==> src/assert_macros.svh <==
// Assertion macros for the scanner RTL; crcjrs_queue uses them.
// Each macro expects signals named clk and arst_n in the module that uses it.
`ifndef ASSERT_MACROS_SVH
`define ASSERT_MACROS_SVH

// Checks a property at every rising edge, quiet while reset is asserted.
`define CHK_PROP(label, prop, msg) \
	label: assert property (@(posedge clk) disable iff (!arst_n) (prop)) else $error(msg);

// Checks that a condition never holds outside reset.
`define CHK_NEVER(label, cond, msg) \
	label: assert property (@(posedge clk) disable iff (!arst_n) !(cond)) else $error(msg);

`endif

==> src/crcjrs_pkg.sv <==
// Shared types, constants and the CRC32C byte step for the journal scanner.
// Used by crcjrs_front, crcjrs_queue and crc_journal_recovery_scanner.
package crcjrs_pkg;

	localparam int unsigned MAX_RECORD_LIMIT_DEF = 32'd1048576;
	localparam int unsigned QUEUE_DEPTH_DEF      = 4;
	localparam logic [31:0] JOURNAL_MAGIC        = 32'h314A4651;
	localparam logic [31:0] HEADER_LEN           = 32'd40;
	localparam logic [21:0] PREFIX_LEN           = 22'd10;
	localparam logic [31:0] CRC_POLY             = 32'h82F63B78;

	typedef enum logic [1:0] {
		CFG_MAX_RECORD  = 2'd0,
		CFG_MAX_IMAGE   = 2'd1,
		CFG_EXP_VERSION = 2'd2
	} cfg_index_t;

	typedef enum logic [1:0] {
		KIND_HEADER  = 2'd0,
		KIND_RECORD  = 2'd1,
		KIND_SUMMARY = 2'd2
	} result_kind_t;

	typedef enum logic [2:0] {
		ST_OK          = 3'd0,
		ST_HDR_SHORT   = 3'd1,
		ST_MAGIC_BAD   = 3'd2,
		ST_VERSION_BAD = 3'd3,
		ST_HDR_CRC_BAD = 3'd4,
		ST_CORRUPT     = 3'd5,
		ST_TOO_LARGE   = 3'd6
	} status_t;

	typedef enum logic [1:0] {
		TAIL_CLEAN = 2'd0,
		TAIL_TORN  = 2'd1,
		TAIL_MID   = 2'd2
	} tail_t;

	typedef enum logic [2:0] {
		PH_HEADER = 3'b001,
		PH_RECORD = 3'b010,
		PH_DONE   = 3'b100
	} phase_t;

	typedef struct packed {
		logic [7:0] data_byte;
		logic       final_byte;
	} in_item_t;

	typedef struct packed {
		logic [1:0]  result_kind;
		logic [15:0] record_kind;
		logic [20:0] record_len;
		logic [31:0] position;
		logic [63:0] boot_high;
		logic [63:0] boot_low;
		logic [63:0] epoch_value;
		logic [2:0]  status;
		logic [31:0] records_seen;
		logic [1:0]  tail_state;
		logic [31:0] torn_bytes;
		logic        last_result;
	} out_item_t;

	// Up to two results leave the front part for one byte.
	typedef struct packed {
		logic      v0;
		logic      v1;
		out_item_t r0;
		out_item_t r1;
	} push_t;

	function automatic logic [31:0] crc32c_byte(input logic [31:0] crc, input logic [7:0] b);
		logic [31:0] c;
		c = crc ^ {24'd0, b};
		for (int k = 0; k < 8; k++) begin
			c = c[0] ? ((c >> 1) ^ CRC_POLY) : (c >> 1);
		end
		return c;
	endfunction

endpackage

==> src/crcjrs_front.sv <==
// Front part: takes image bytes, parses header and records, checks CRCs
// and produces up to two results per byte. Depends on crcjrs_pkg.
module crcjrs_front #(
	parameter int unsigned MAX_RECORD_LIMIT = crcjrs_pkg::MAX_RECORD_LIMIT_DEF
) (
	input  logic                clk,
	input  logic                arst_n,
	input  logic                take,
	input  crcjrs_pkg::in_item_t item,
	input  logic [20:0]         max_record_len,
	input  logic [31:0]         max_image_len,
	input  logic [15:0]         expected_version,
	output crcjrs_pkg::push_t   push
);

	crcjrs_pkg::phase_t phase_q, phase_n;
	logic [31:0] off_q, off_n;
	logic        ovf_q, ovf_n;
	logic [21:0] rel_q, rel_n;
	logic [63:0] fs_q, fs_n;
	logic [31:0] crc_q, crc_n;
	logic [63:0] boot_high_q, boot_high_n;
	logic [63:0] boot_low_q, boot_low_n;
	logic [63:0] epoch_q, epoch_n;
	logic [15:0] cur_type_q, cur_type_n;
	logic [31:0] cur_len_q, cur_len_n;
	logic [31:0] stored_q, stored_n;
	logic [31:0] cur_start_q, cur_start_n;
	logic [31:0] good_prefix_q, good_prefix_n;
	logic [31:0] seen_q, seen_n;
	logic [2:0]  verdict_q, verdict_n;
	logic [1:0]  tail_q, tail_n;
	logic        probing_q, probing_n;
	logic [2:0]  hdr_err_q, hdr_err_n;
	logic [31:0] bad_start_q, bad_start_n;
	logic [31:0] torn_start_q, torn_start_n;

	logic [20:0] lim;
	logic [5:0]  hi;
	logic [5:0]  sh;
	logic [63:0] fs_base;
	logic [7:0]  b;
	logic        finish;
	logic        good;
	logic [31:0] next_start;
	logic [32:0] size33;
	logic        too_large;
	crcjrs_pkg::out_item_t res;
	crcjrs_pkg::push_t     push_c;

	assign lim = ({11'd0, max_record_len} > 32'(MAX_RECORD_LIMIT)) ?
		21'(MAX_RECORD_LIMIT) : max_record_len;
	assign b = item.data_byte;

	always_comb begin
		phase_n       = phase_q;
		off_n         = off_q + 32'd1;
		ovf_n         = ovf_q | (off_q == '1);
		rel_n         = rel_q;
		fs_n          = fs_q;
		crc_n         = crc_q;
		boot_high_n   = boot_high_q;
		boot_low_n    = boot_low_q;
		epoch_n       = epoch_q;
		cur_type_n    = cur_type_q;
		cur_len_n     = cur_len_q;
		stored_n      = stored_q;
		cur_start_n   = cur_start_q;
		good_prefix_n = good_prefix_q;
		seen_n        = seen_q;
		verdict_n     = verdict_q;
		tail_n        = tail_q;
		probing_n     = probing_q;
		hdr_err_n     = hdr_err_q;
		bad_start_n   = bad_start_q;
		torn_start_n  = torn_start_q;
		hi            = off_q[5:0];
		sh            = '0;
		fs_base       = fs_q;
		finish        = 1'b0;
		good          = 1'b0;
		next_start    = cur_start_q + 32'(crcjrs_pkg::PREFIX_LEN) + cur_len_q;
		size33        = {1'b0, off_q} + 33'd1;
		too_large     = ovf_q || (size33 > {1'b0, max_image_len});
		res           = '0;
		push_c        = '0;

		case (phase_q)
			crcjrs_pkg::PH_HEADER: begin
				if (hi == 6'd0 || hi == 6'd4 || hi == 6'd8 || hi == 6'd16 ||
				    hi == 6'd24 || hi == 6'd32) begin
					fs_base = '0;
				end
				sh = (hi < 6'd8 || hi >= 6'd32) ? {1'b0, hi[1:0], 3'b000} : {hi[2:0], 3'b000};
				fs_n = fs_base | ({56'd0, b} << sh);
				if (hi < 6'd32) begin
					crc_n = crcjrs_pkg::crc32c_byte(crc_q, b);
				end
				if (hi == 6'd3 && fs_n[31:0] != crcjrs_pkg::JOURNAL_MAGIC && hdr_err_q == '0) begin
					hdr_err_n = crcjrs_pkg::ST_MAGIC_BAD;
				end
				if (hi == 6'd5 && fs_n[31:0] != {16'd0, expected_version} &&
				    hdr_err_q == '0) begin
					hdr_err_n = crcjrs_pkg::ST_VERSION_BAD;
				end
				if (hi == 6'd15) begin
					boot_high_n = fs_n;
				end
				if (hi == 6'd23) begin
					boot_low_n = fs_n;
				end
				if (hi == 6'd31) begin
					epoch_n = fs_n;
				end
				if (hi == 6'd35 && fs_n[31:0] != ~crc_q && hdr_err_q == '0) begin
					hdr_err_n = crcjrs_pkg::ST_HDR_CRC_BAD;
				end
				if (hi == 6'd39) begin
					if (hdr_err_n != '0) begin
						verdict_n = hdr_err_n;
						phase_n   = crcjrs_pkg::PH_DONE;
					end else begin
						res.result_kind = crcjrs_pkg::KIND_HEADER;
						res.position    = crcjrs_pkg::HEADER_LEN;
						res.boot_high   = boot_high_q;
						res.boot_low    = boot_low_q;
						res.epoch_value = epoch_q;
						push_c.v0       = 1'b1;
						push_c.r0       = res;
						phase_n         = crcjrs_pkg::PH_RECORD;
						cur_start_n     = crcjrs_pkg::HEADER_LEN;
						good_prefix_n   = crcjrs_pkg::HEADER_LEN;
						rel_n           = '0;
					end
				end
			end
			crcjrs_pkg::PH_RECORD: begin
				rel_n = rel_q + 22'd1;
				if (rel_q == '0) begin
					crc_n   = '1;
					fs_base = '0;
					if (!probing_q) begin
						seen_n = seen_q + 32'd1;
					end
				end else begin
					crc_n = crc_q;
				end
				if (rel_q < crcjrs_pkg::PREFIX_LEN) begin
					if (rel_q < 22'd2) begin
						sh = {rel_q[2:0], 3'b000};
					end else if (rel_q < 22'd6) begin
						sh = {3'(rel_q[2:0] - 3'd2), 3'b000};
					end else begin
						sh = {3'(rel_q[2:0] - 3'd6), 3'b000};
					end
					fs_n = fs_base | ({56'd0, b} << sh);
					if (rel_q < 22'd6) begin
						crc_n = crcjrs_pkg::crc32c_byte(crc_n, b);
					end
					if (rel_q == 22'd1) begin
						cur_type_n = fs_n[15:0];
						fs_n       = '0;
					end
					if (rel_q == 22'd5) begin
						cur_len_n = fs_n[31:0];
						fs_n      = '0;
					end
					if (rel_q == 22'd9) begin
						stored_n = fs_n[31:0];
						if (cur_len_q > {11'd0, lim}) begin
							tail_n       = crcjrs_pkg::TAIL_TORN;
							torn_start_n = probing_q ? bad_start_q : cur_start_q;
							phase_n      = crcjrs_pkg::PH_DONE;
						end else if (cur_len_q == '0) begin
							finish = 1'b1;
						end
					end
				end else begin
					crc_n = crcjrs_pkg::crc32c_byte(crc_q, b);
					if (rel_q == cur_len_q[21:0] + 22'd9) begin
						finish = 1'b1;
					end
				end
				if (finish) begin
					good  = (~crc_n == stored_n);
					rel_n = '0;
					if (!probing_q) begin
						if (good) begin
							res.result_kind  = crcjrs_pkg::KIND_RECORD;
							res.record_kind  = cur_type_q;
							res.record_len   = cur_len_q[20:0];
							res.position     = cur_start_q;
							res.records_seen = seen_n;
							push_c.v0        = 1'b1;
							push_c.r0        = res;
							good_prefix_n    = next_start;
						end else begin
							probing_n   = 1'b1;
							bad_start_n = cur_start_q;
						end
						cur_start_n = next_start;
					end else if (good) begin
						verdict_n = crcjrs_pkg::ST_CORRUPT;
						tail_n    = crcjrs_pkg::TAIL_MID;
						phase_n   = crcjrs_pkg::PH_DONE;
					end else begin
						tail_n       = crcjrs_pkg::TAIL_TORN;
						torn_start_n = bad_start_q;
						phase_n      = crcjrs_pkg::PH_DONE;
					end
				end
			end
			default: begin
			end
		endcase

		if (item.final_byte) begin
			res             = '0;
			res.result_kind = crcjrs_pkg::KIND_SUMMARY;
			res.last_result = 1'b1;
			if (too_large) begin
				res.status = crcjrs_pkg::ST_TOO_LARGE;
			end else if (phase_n == crcjrs_pkg::PH_HEADER) begin
				res.status = crcjrs_pkg::ST_HDR_SHORT;
			end else if (verdict_n >= crcjrs_pkg::ST_HDR_SHORT &&
			             verdict_n <= crcjrs_pkg::ST_HDR_CRC_BAD) begin
				res.status = verdict_n;
			end else begin
				// An image that stops inside a record, or while probing, ends torn.
				if (phase_n == crcjrs_pkg::PH_RECORD) begin
					if (probing_n) begin
						tail_n       = crcjrs_pkg::TAIL_TORN;
						torn_start_n = bad_start_n;
					end else if (size33[31:0] > cur_start_n) begin
						tail_n       = crcjrs_pkg::TAIL_TORN;
						torn_start_n = cur_start_n;
					end
				end
				res.position     = good_prefix_n;
				res.status       = verdict_n;
				res.records_seen = seen_n;
				res.tail_state   = tail_n;
				if (tail_n == crcjrs_pkg::TAIL_TORN) begin
					res.torn_bytes = size33[31:0] - torn_start_n;
				end
			end
			if (push_c.v0) begin
				push_c.v1 = 1'b1;
				push_c.r1 = res;
			end else begin
				push_c.v0 = 1'b1;
				push_c.r0 = res;
			end
			phase_n       = crcjrs_pkg::PH_HEADER;
			off_n         = '0;
			ovf_n         = 1'b0;
			rel_n         = '0;
			fs_n          = '0;
			crc_n         = '1;
			boot_high_n   = '0;
			boot_low_n    = '0;
			epoch_n       = '0;
			cur_type_n    = '0;
			cur_len_n     = '0;
			stored_n      = '0;
			cur_start_n   = crcjrs_pkg::HEADER_LEN;
			good_prefix_n = crcjrs_pkg::HEADER_LEN;
			seen_n        = '0;
			verdict_n     = crcjrs_pkg::ST_OK;
			tail_n        = crcjrs_pkg::TAIL_CLEAN;
			probing_n     = 1'b0;
			hdr_err_n     = '0;
			bad_start_n   = '0;
			torn_start_n  = '0;
		end
	end

	always_comb begin
		push    = push_c;
		push.v0 = push_c.v0 & take;
		push.v1 = push_c.v1 & take;
	end

	always_ff @(posedge clk or negedge arst_n) begin
		if (!arst_n) begin
			phase_q       <= crcjrs_pkg::PH_HEADER;
			off_q         <= '0;
			ovf_q         <= 1'b0;
			rel_q         <= '0;
			fs_q          <= '0;
			crc_q         <= '1;
			boot_high_q   <= '0;
			boot_low_q    <= '0;
			epoch_q       <= '0;
			cur_type_q    <= '0;
			cur_len_q     <= '0;
			stored_q      <= '0;
			cur_start_q   <= crcjrs_pkg::HEADER_LEN;
			good_prefix_q <= crcjrs_pkg::HEADER_LEN;
			seen_q        <= '0;
			verdict_q     <= crcjrs_pkg::ST_OK;
			tail_q        <= crcjrs_pkg::TAIL_CLEAN;
			probing_q     <= 1'b0;
			hdr_err_q     <= '0;
			bad_start_q   <= '0;
			torn_start_q  <= '0;
		end else if (take) begin
			phase_q       <= phase_n;
			off_q         <= off_n;
			ovf_q         <= ovf_n;
			rel_q         <= rel_n;
			fs_q          <= fs_n;
			crc_q         <= crc_n;
			boot_high_q   <= boot_high_n;
			boot_low_q    <= boot_low_n;
			epoch_q       <= epoch_n;
			cur_type_q    <= cur_type_n;
			cur_len_q     <= cur_len_n;
			stored_q      <= stored_n;
			cur_start_q   <= cur_start_n;
			good_prefix_q <= good_prefix_n;
			seen_q        <= seen_n;
			verdict_q     <= verdict_n;
			tail_q        <= tail_n;
			probing_q     <= probing_n;
			hdr_err_q     <= hdr_err_n;
			bad_start_q   <= bad_start_n;
			torn_start_q  <= torn_start_n;
		end
	end

endmodule

==> src/crcjrs_queue.sv <==
// Back part: a short result queue taking up to two results a cycle and
// presenting one at a time on the output channel. Depends on crcjrs_pkg.
`include "assert_macros.svh"

module crcjrs_queue #(
	parameter int unsigned DEPTH = crcjrs_pkg::QUEUE_DEPTH_DEF
) (
	input  logic                  clk,
	input  logic                  arst_n,
	input  crcjrs_pkg::push_t     push,
	output logic                  room,
	output logic                  out_valid,
	input  logic                  out_stall,
	output crcjrs_pkg::out_item_t out_data
);

	localparam int PW = (DEPTH > 1) ? $clog2(DEPTH) : 1;
	localparam int CW = $clog2(DEPTH + 1);

	crcjrs_pkg::out_item_t mem_q [DEPTH];
	logic [PW-1:0] wr_q, rd_q, wr1, wr2, rd_n;
	logic [CW-1:0] count_q;
	logic          pop;
	logic [1:0]    n_push;

	function automatic logic [PW-1:0] inc(input logic [PW-1:0] p);
		return (p == PW'(DEPTH - 1)) ? '0 : p + PW'(1);
	endfunction

	assign wr1       = inc(wr_q);
	assign wr2       = inc(wr1);
	assign rd_n      = inc(rd_q);
	assign out_valid = (count_q != '0);
	assign out_data  = mem_q[rd_q];
	assign pop       = out_valid && !out_stall;
	assign n_push    = {1'b0, push.v0} + {1'b0, push.v1};
	// A byte can raise two results, so take one only with two free slots.
	assign room      = (count_q <= CW'(DEPTH - 2));

	always_ff @(posedge clk) begin
		if (push.v0) begin
			mem_q[wr_q] <= push.r0;
		end
		if (push.v1) begin
			mem_q[wr1] <= push.r1;
		end
	end

	always_ff @(posedge clk or negedge arst_n) begin
		if (!arst_n) begin
			wr_q    <= '0;
			rd_q    <= '0;
			count_q <= '0;
		end else begin
			if (push.v1) begin
				wr_q <= wr2;
			end else if (push.v0) begin
				wr_q <= wr1;
			end
			if (pop) begin
				rd_q <= rd_n;
			end
			count_q <= count_q + CW'(n_push) - CW'(pop);
		end
	end

	`CHK_NEVER(a_no_overfill, count_q > CW'(DEPTH), "result queue holds more than its depth")
	`CHK_PROP(a_second_needs_first, push.v1 |-> push.v0, "second result pushed without a first")
	`CHK_PROP(a_pop_drains, (pop && !push.v0) |=> (count_q == $past(count_q) - CW'(1)),
		"queue count did not fall after a lone pop")

endmodule

==> src/crc_journal_recovery_scanner.sv <==
// Top level of the journal recovery scanner: configuration registers, the
// parsing front part and the result queue. Depends on crcjrs_pkg.
//
//  Channel | Signals                     | Payload
//  --------+-----------------------------+------------------------------
//  input   | in_valid, in_stall          | in_data  (data_byte, final_byte)
//  output  | out_valid, out_stall        | out_data (result fields)
//  config  | cfg_we, cfg_index, cfg_data | none read back
//
// One byte is taken per cycle while in_stall is low; the CRC32C byte step and the
// field shift are combinational. A byte gives zero, one or two results; the queue
// stalls input once fewer than two slots are free, so a held output stalls the input
// after DEPTH-1 results. A result is written into the queue when its byte is taken.
// Reset returns the parser to the start of an image and the registers to defaults.
module crc_journal_recovery_scanner #(
	parameter int unsigned MAX_RECORD_LIMIT = crcjrs_pkg::MAX_RECORD_LIMIT_DEF,
	parameter int unsigned QUEUE_DEPTH      = crcjrs_pkg::QUEUE_DEPTH_DEF
) (
	input  logic                  clk,
	input  logic                  arst_n,
	input  logic                  in_valid,
	output logic                  in_stall,
	input  crcjrs_pkg::in_item_t  in_data,
	output logic                  out_valid,
	input  logic                  out_stall,
	output crcjrs_pkg::out_item_t out_data,
	input  logic                  cfg_we,
	input  logic [1:0]            cfg_index,
	input  logic [31:0]           cfg_data
);

	logic [20:0]       max_record_len_q;
	logic [31:0]       max_image_len_q;
	logic [15:0]       expected_version_q;
	logic              room;
	logic              take;
	crcjrs_pkg::push_t push;

	always_ff @(posedge clk or negedge arst_n) begin
		if (!arst_n) begin
			max_record_len_q   <= 21'd65536;
			max_image_len_q    <= 32'd16777216;
			expected_version_q <= 16'd1;
		end else if (cfg_we) begin
			case (cfg_index)
				crcjrs_pkg::CFG_MAX_RECORD:  max_record_len_q   <= cfg_data[20:0];
				crcjrs_pkg::CFG_MAX_IMAGE:   max_image_len_q    <= cfg_data;
				crcjrs_pkg::CFG_EXP_VERSION: expected_version_q <= cfg_data[15:0];
				default: begin
				end
			endcase
		end
	end

	assign in_stall = !room;
	assign take     = in_valid && room;

	crcjrs_front #(
		.MAX_RECORD_LIMIT(MAX_RECORD_LIMIT)
	) u_front (
		.clk              (clk),
		.arst_n           (arst_n),
		.take             (take),
		.item             (in_data),
		.max_record_len   (max_record_len_q),
		.max_image_len    (max_image_len_q),
		.expected_version (expected_version_q),
		.push             (push)
	);

	crcjrs_queue #(
		.DEPTH(QUEUE_DEPTH)
	) u_queue (
		.clk       (clk),
		.arst_n    (arst_n),
		.push      (push),
		.room      (room),
		.out_valid (out_valid),
		.out_stall (out_stall),
		.out_data  (out_data)
	);

endmodule

==> config.mk <==
export PLATFORM = sky130hd
export DESIGN_NAME = crc_journal_recovery_scanner
export DESIGN_NICKNAME = d
export VERILOG_FILES = /design/src/crcjrs_pkg.sv /design/src/crcjrs_front.sv /design/src/crcjrs_queue.sv /design/src/crc_journal_recovery_scanner.sv
export VERILOG_INCLUDE_DIRS = /design/src /design/src/src
export SDC_FILE = /design/constraint.sdc
export NUM_CORES = 2
export LEC_CHECK = 0
export BUFFER_PORTS_ARGS = -buffer_cell sky130_fd_sc_hd__buf_4
export CAP_MARGIN = 20
export CORE_MARGIN = 2
export CORE_UTILIZATION = 46
export DETAILED_ROUTE_END_ITERATION = 7
export GPL_TIMING_DRIVEN = 0
export HOLD_SLACK_MARGIN = 0.15
export PLACE_DENSITY = 0.65
export SLEW_MARGIN = 20
export SYNTH_ARGS = -nofsm -noshare
export SYNTH_HDL_FRONTEND = slang
export SYNTH_SLANG_ARGS = --single-unit
==> constraint.sdc <==
create_clock -name clk -period 12.3 [get_ports clk]
set_input_delay 1.845 -clock clk [delete_from_list [all_inputs] [get_ports clk]]
set_output_delay 1.845 -clock clk [all_outputs]
set_load 0.01 [all_outputs]
; ---- Word level (Yosys, flattened, before mapping)
; Memory sizes are Yosys's and may differ from the RTL's.
; Index checks and enable logic that the tools add are counted.
[word_totals]
mem_bits_rw = 1332
n_memories = 1
wordCells = 355
out_inout_bits = 335
in_bits = 48
reg_bits = 671
[mem_list]
columns = memory, depth, width, read_ports, rd_ports_with_merged_regs, wr, line_no
row1 = u_queue.mem_q, 4, 333, 1, 0, 2, crcjrs_queue.sv:20  ; crcjrs_pkg::out_item_t mem_q [DEPTH];
[op_classes]
n_mux = 188
n_bitwise = 25
add_sub_neg = 16
shift = 2
reduce_logical = 48
n_eq_ne = 35
n_lt_le_gt_ge = 13
[op_table]
columns = cell, n
row1 = two-way mux 32 bit, 73
row2 = two-way mux 333 bit, 5
row3 = two-way mux 64 bit, 17
row4 = two-way mux 668 bit, 1
row5 = one-hot mux 333 bit (2 select lines), 1
row6 = two-way mux 332 bit, 1
row7 = inverter 16 -> 17 bit, 16
row8 = two-way mux 268 bit, 1
row9 = two-way mux 66 bit, 3
row10 = one-hot mux 32 bit (2 select lines), 3
row11 = OR 64 bit, 2
row12 = one-hot mux 64 bit (2 select lines), 1
row13 = << shifter 8 x 6 -> 64 bit, 2
row14 = two-way mux 22 bit, 4
row15 = two-way mux 3 bit, 22
row16 = adder 32 x 1 -> 32 bit (second input constant), 2
row17 = two-way mux 16 bit, 4
row18 = inverter 32 bit, 2
row19 = XOR 32 x 8 -> 32 bit, 2
row20 = one-hot mux 22 bit (2 select lines), 1
row21 = two-way mux 2 bit, 20
row22 = adder 32 x 1 -> 33 bit (second input constant), 1
row23 = > comparator 33 x 32 -> 1 bit, 1
row24 = adder 32 bit, 1
row25 = 62 further kinds, 141

; ---- Logic depth before layout (Yosys ltp)
[depth]
depth_word = 47
depth_mapped = 49
mapped_depth_nobuf = 48

; ---- Cells and area by module
; Synthesis repeated with hierarchy kept, for this count alone.
[unflattened]
hier_cells = 9035
hier_area_um2 = 113988.1
[modules_own_cells]
columns = module, n_inst, seq_area_each_um2, cells_each, area_each_um2
row1 = crcjrs_queue, 1, 40173.5, 3270, 64564.4
row2 = crcjrs_front, 1, 14935.6, 5616, 46794.9
row3 = crc_journal_recovery_scanner, 1, 1730.4, 149, 2628.8

; ---- Worst setup path after synthesis
; No wires, ideal clock.
[synth_path]
kind = input to register
startpoint = in in_data[4] (netlist name)
endpoint = mem u_queue.mem_q[1][31] (netlist name), data pin
path_slack_ns = 2.026
t_required_ns = 12.036
path_buffers = 6
setup_time_ns = 0.264
stages = 47
t_arrival_ns = 10.010
cell_sequence = buf_4 > clkbuf_1 > clkbuf_1 > o211ai_1 > mux2_2 > o211ai_1 > nor4_1 > nand3_1 > o21bai_1 > or4b_1 > nor2_1 > clkbuf_1 > clkbuf_1 > nor3_1 > a21oi_1 > ha_1 > a21o_1 > a21oi_1 > [... 11 more ...] > mux2i_1 > ha_1 > fa_1 > nor2b_1 > o21ai_0 > nand2b_1 > a21oi_1 > o21ai_0 > o31a_1 > o41a_1 > o211ai_1 > a21oi_1 > nand4_1 > a31oi_1 > o21ai_0 > nand2b_1 > xnor2_1 > nor2_1
[synth_lines]
columns = item, line_no
row1 = from (decl), crc_journal_recovery_scanner.sv:23  ; input crcjrs_pkg::in_item_t in_data,
row2 = to (decl), crcjrs_queue.sv:20

==> impl_metrics.py <==
metrics = {
    "cells_and_area": {
        "final_nets": 9494,
        "syn_to_final_growth_pct": 15.0,
        "layout-drive-gt1-share": 0.188,
        "final_util": 0.531,
    },
    "hold_path": {
        "hold_path.startpoint": "u_queue.mem_q[1][331]",
        "worstHoldEndpoint": "u_queue.mem_q[1][331]",
        "min_path_cells": 1,
        "hp-class": "reg -> reg",
    },
    "sta": {
        "finClkSkew_ps": 60.8,
        "fmax_mhz": 82.5,
        "slew_headroom": 0.111,
        "setup_slack_ps": 173,
        "final.min_clock_period_ps": 12130,
        "hold_viol": 0,
        "setup_viol": 0,
        "drv_slew": 0,
        "period_share": 0.986,
        "worstMarginPinSlew_ps": 1330,
    },
    "yosys": {
        "synth_edf_count": 408,
        "ys_seq_area_frac": 0.486,
        "synthesis.nets": 8869,
        "syn_area_sq_mm": 0.0978,
        "yosysWarnings": 0,
        "netlist_instances": 8612,
        "syn_avg_cell_area_sq_um": 11.4,
        "synth_cell_type_count": 92,
        "synthArstFlopShare": 0.336,
        "synth_ff_type": "dfxtp_1",
        "ys_seq_elements": 1999,
    },
    "critical_path": {
        "cp.required_ps": 12920,
        "crit_path_end_kind": "flip-flop",
        "crit_type": "reg -> reg",
        "reg2reg_setup_slack_ps": 170,
        "cpMostUsedCell": "o21ai_0",
        "slowest_delay_ps": 770,
        "cp.arrival_ps": 12740,
        "rr_endpoint": "u_queue.mem_q[0][31]",
        "crit_path_top_delay_cell": "buf_1",
        "r2r_start": "u_front.rel_q[0]",
        "worst-path-max-fanout": 12,
        "r2r.worst_path.cells": 35,
        "startpoint_type": "flip-flop",
    },
    "placed_design": {
        "gp_congestion": 1.03,
        "port-buffer-count": 377,
        "dp_slack_ps": -3660,
        "dp_hpwl_um": 319000,
    },
    "detailed_routing": {
        "detail_route.wl_per_cell_um": 35.0,
        "remaining_drc_errors": 0,
        "totalWireLength_um": 428000,
        "drt_first_pass_iters": 7,
        "vias_per_cell": 6.86,
        "via_count": 84100,
        "first_iter_violations": 12200,
        "ant_nets": 0,
    },
    "floorplanning": {
        "die_w_um": 465,
        "core_area_sq_mm": 0.212,
        "io_pins": 383,
        "start_util": 0.462,
        "die_h_um": 465,
        "die_area_sq_mm": 0.216,
        "num_rows": 169,
    },
    "global_routing": {
        "grt_pass1_wl_um": 600000,
        "grt_max_degree": 90,
        "grt_util_all_layers": 0.384,
        "antenna_found_initial": 24,
        "overflow": 0,
        "grt_pass1_vias": 79800,
    },
    "flow_run": {
        "maxCapViolations": 0,
    },
    "clocking": {
        "clock_latency_ps": 920,
        "clock-sinks": 1999,
        "cts-buffers-inserted": 207,
        "path_clk_slew_ps": 60,
        "cts_root_buf": "clkbuf_16",
        "hold_buffers": 0,
        "cts_max_path_buffers": 3,
        "htree_levels": 4,
        "cts_tree": "built",
    },
    "power": {
        "powerDensity_mw_per_mm2": 249,
        "power_mw": 28.0,
        "p_leak_nw": 43.6,
        "irDropWorstVdd_v": 0.000599,
    },
    "run_status": {
        "status": "finished, final reports clean",
    },
}
## logic make-up (layout without fill, tap and decap cells)
family                   Yosys count  after routing  synth area share
AO/OA/AOI/OAI                   2604           2604             0.205
flip-flops                      1999           1999             0.486
AND/OR/NAND/NOR                 1676           1676            0.0766
buffers and inverters            972           1782            0.0424
multiplexers                     702            702             0.118
XOR/XNOR                         450            450            0.0457
adder cells (fa/ha/maj)          209            209            0.0270
other                              0             12                 0
## worst max path at each step
stage | start | endpoint | slack, ps
3_5_place_dp | in_data[2] | u_queue.mem_q[2][32] | -3660
2_1_floorplan | in_data[4] | u_queue.mem_q[1][31] | 2030
3_3_place_gp | in_data[2] | u_queue.mem_q[0][32] | -3850
4_1_cts | u_front.off_q[0] | u_queue.mem_q[2][32] | 20
5_1_grt | u_front.off_q[3] | u_queue.mem_q[1][32] | -40
6_report | u_front.rel_q[0] | u_queue.mem_q[0][31] | 170
## cell usage in the layout (no fill, tap or decap), drive strengths merged, types with 33 or more instances in the layout
cell | netlist | routed
o22ai | 219 | 219
clkinv | 4 | 68
nand2b | 48 | 48
and3 | 37 | 37
clkbuf | 533 | 845
a21o | 82 | 82
nor4 | 46 | 46
mux4 | 332 | 332
dfrtp | 631 | 631
nand3 | 113 | 113
dfxtp | 920 | 920
ha | 205 | 205
dfstp | 40 | 40
mux2i | 102 | 102
a22oi | 146 | 146
xor2 | 149 | 149
o31ai | 36 | 36
o21ai | 462 | 462
inv | 143 | 153
nand4 | 55 | 55
xnor2 | 267 | 267
a22o | 271 | 271
o21a | 35 | 35
o2bb2ai | 33 | 33
a32oi | 40 | 40
a211oi | 49 | 49
nor3 | 112 | 112
mux2 | 268 | 268
nor2 | 478 | 478
edfxtp | 408 | 408
a32o | 781 | 781
buf | 292 | 701
nand2 | 651 | 651
a21oi | 255 | 255
## power by group
| part | total [mW] | switching [mW] | leakage (nW) | internal, mW |
|---|---|---|---|---|
| logic | 13.1 | 8.79 | 20.1 | 4.31 |
| registers | 8.40 | 1.00 | 19.9 | 7.40 |
| clock network | 6.55 | 2.87 | 3.49 | 3.68 |
| total | 28.0 | 12.7 | 43.6 | 15.4 |
## critical path, delay by kind of cell, from the launching register on
family | cells | cell delay [ps]
compound gates | 15 | 4320
buf+inv | 7 | 4120
simple gates | 7 | 1250
fa+ha+maj | 3 | 1130
flops | 1 | 420
xor+xnor | 2 | 400
mux | 1 | 190
## cells in the mapped netlist (13+ instances only)
library cell	n	area, sq um
dfxtp_1	920	18400
a32o_1	781	7820
nand2_1	651	2440
dfrtp_1	631	15800
clkbuf_1	531	1990
nor2_1	478	1790
o21ai_0	453	2270
edfxtp_1	408	12300
mux4_2	332	7480
a22o_1	271	2370
mux2_2	268	3020
xnor2_1	266	2330
a21oi_1	255	1280
o22ai_1	219	1370
ha_1	205	2560
buf_2	147	736
a22oi_1	146	1100
xor2_1	145	1270
inv_1	142	533
nand3_1	113	566
nor3_1	111	556
mux2i_1	102	1020
buf_1	96	360
a21o_1	82	616
nand4_1	55	344
a211oi_1	49	368
nand2b_1	48	300
nor4_1	43	269
a32oi_1	40	350
dfstp_2	40	1050
and3_1	37	231
buf_6	35	394
o21a_1	35	263
o31ai_1	35	263
o2bb2ai_1	33	289
and2_1	29	181
a31oi_1	28	175
xnor3_1	28	631
nor2b_1	27	169
o211ai_1	25	188
or2_2	22	138
o221ai_1	18	158
or3_1	16	100
buf_4	14	105
o2111ai_1	13	114
## metal layers
layer	up-vias	track usage	part of all wire
met4	10	0.212	0.065
met5	-	0	0.00015
met2	5451	0.554	0.42
met1	43000	0.532	0.40
met3	1050	0.0919	0.11
li1	34500	-	-
## per-stage QoR
step	instance area, sq um	cells	hold WS, ps	setup TNS, ps
final	112000	12300	450	0
after global placement	104000	11800	428	-955420
after CTS	112000	12200	453	0
after floorplan	97800	8612	421	0
after global routing	112000	12200	471	-83.3
after detailed placement	105000	11800	440	-291280
## final cells by class
type | count | area [sq um]
plain buffers | 820 | 3700
clock buffers | 306 | 6180
fillers | 18400 | 99200
inverters | 147 | 588
repair buffers | 421 | 3530
diodes | 12 | 30.0
multi-input cells | 5641 | 46500
well taps | 2821 | 3530
clock inverters | 88 | 896
flip-flops and latches | 1999 | 47500
## what timing repair did
| item | in CTS | in global routing |
|---|---|---|
| setup endpoints to repair | 124 | 34 |
| pin swaps | 0 | 4 |
| gates resized for setup | 60 | 50 |
| gates cloned | 0 | 0 |
| buffers inserted | 8 | 2 |
## flip-flops by register name, indices dropped and copies added (netlist names), 22 cells and up
| name | flops |
|---|---|
| u_front.seen_q | 32 |
| u_front.fs_q | 64 |
| u_front.boot_low_q | 64 |
| u_queue.mem_q | 1328 |
| u_front.epoch_q | 64 |
| u_front.stored_q | 32 |
| u_front.crc_q | 32 |
| u_front.torn_start_q | 32 |
| u_front.cur_len_q | 32 |
| u_front.rel_q | 22 |
| u_front.off_q | 32 |
| u_front.bad_start_q | 32 |
| u_front.good_prefix_q | 32 |
| u_front.boot_high_q | 64 |
| max_image_len_q | 32 |
| u_front.cur_start_q | 32 |
Note: power is estimated with default switching activity, not from simulation.
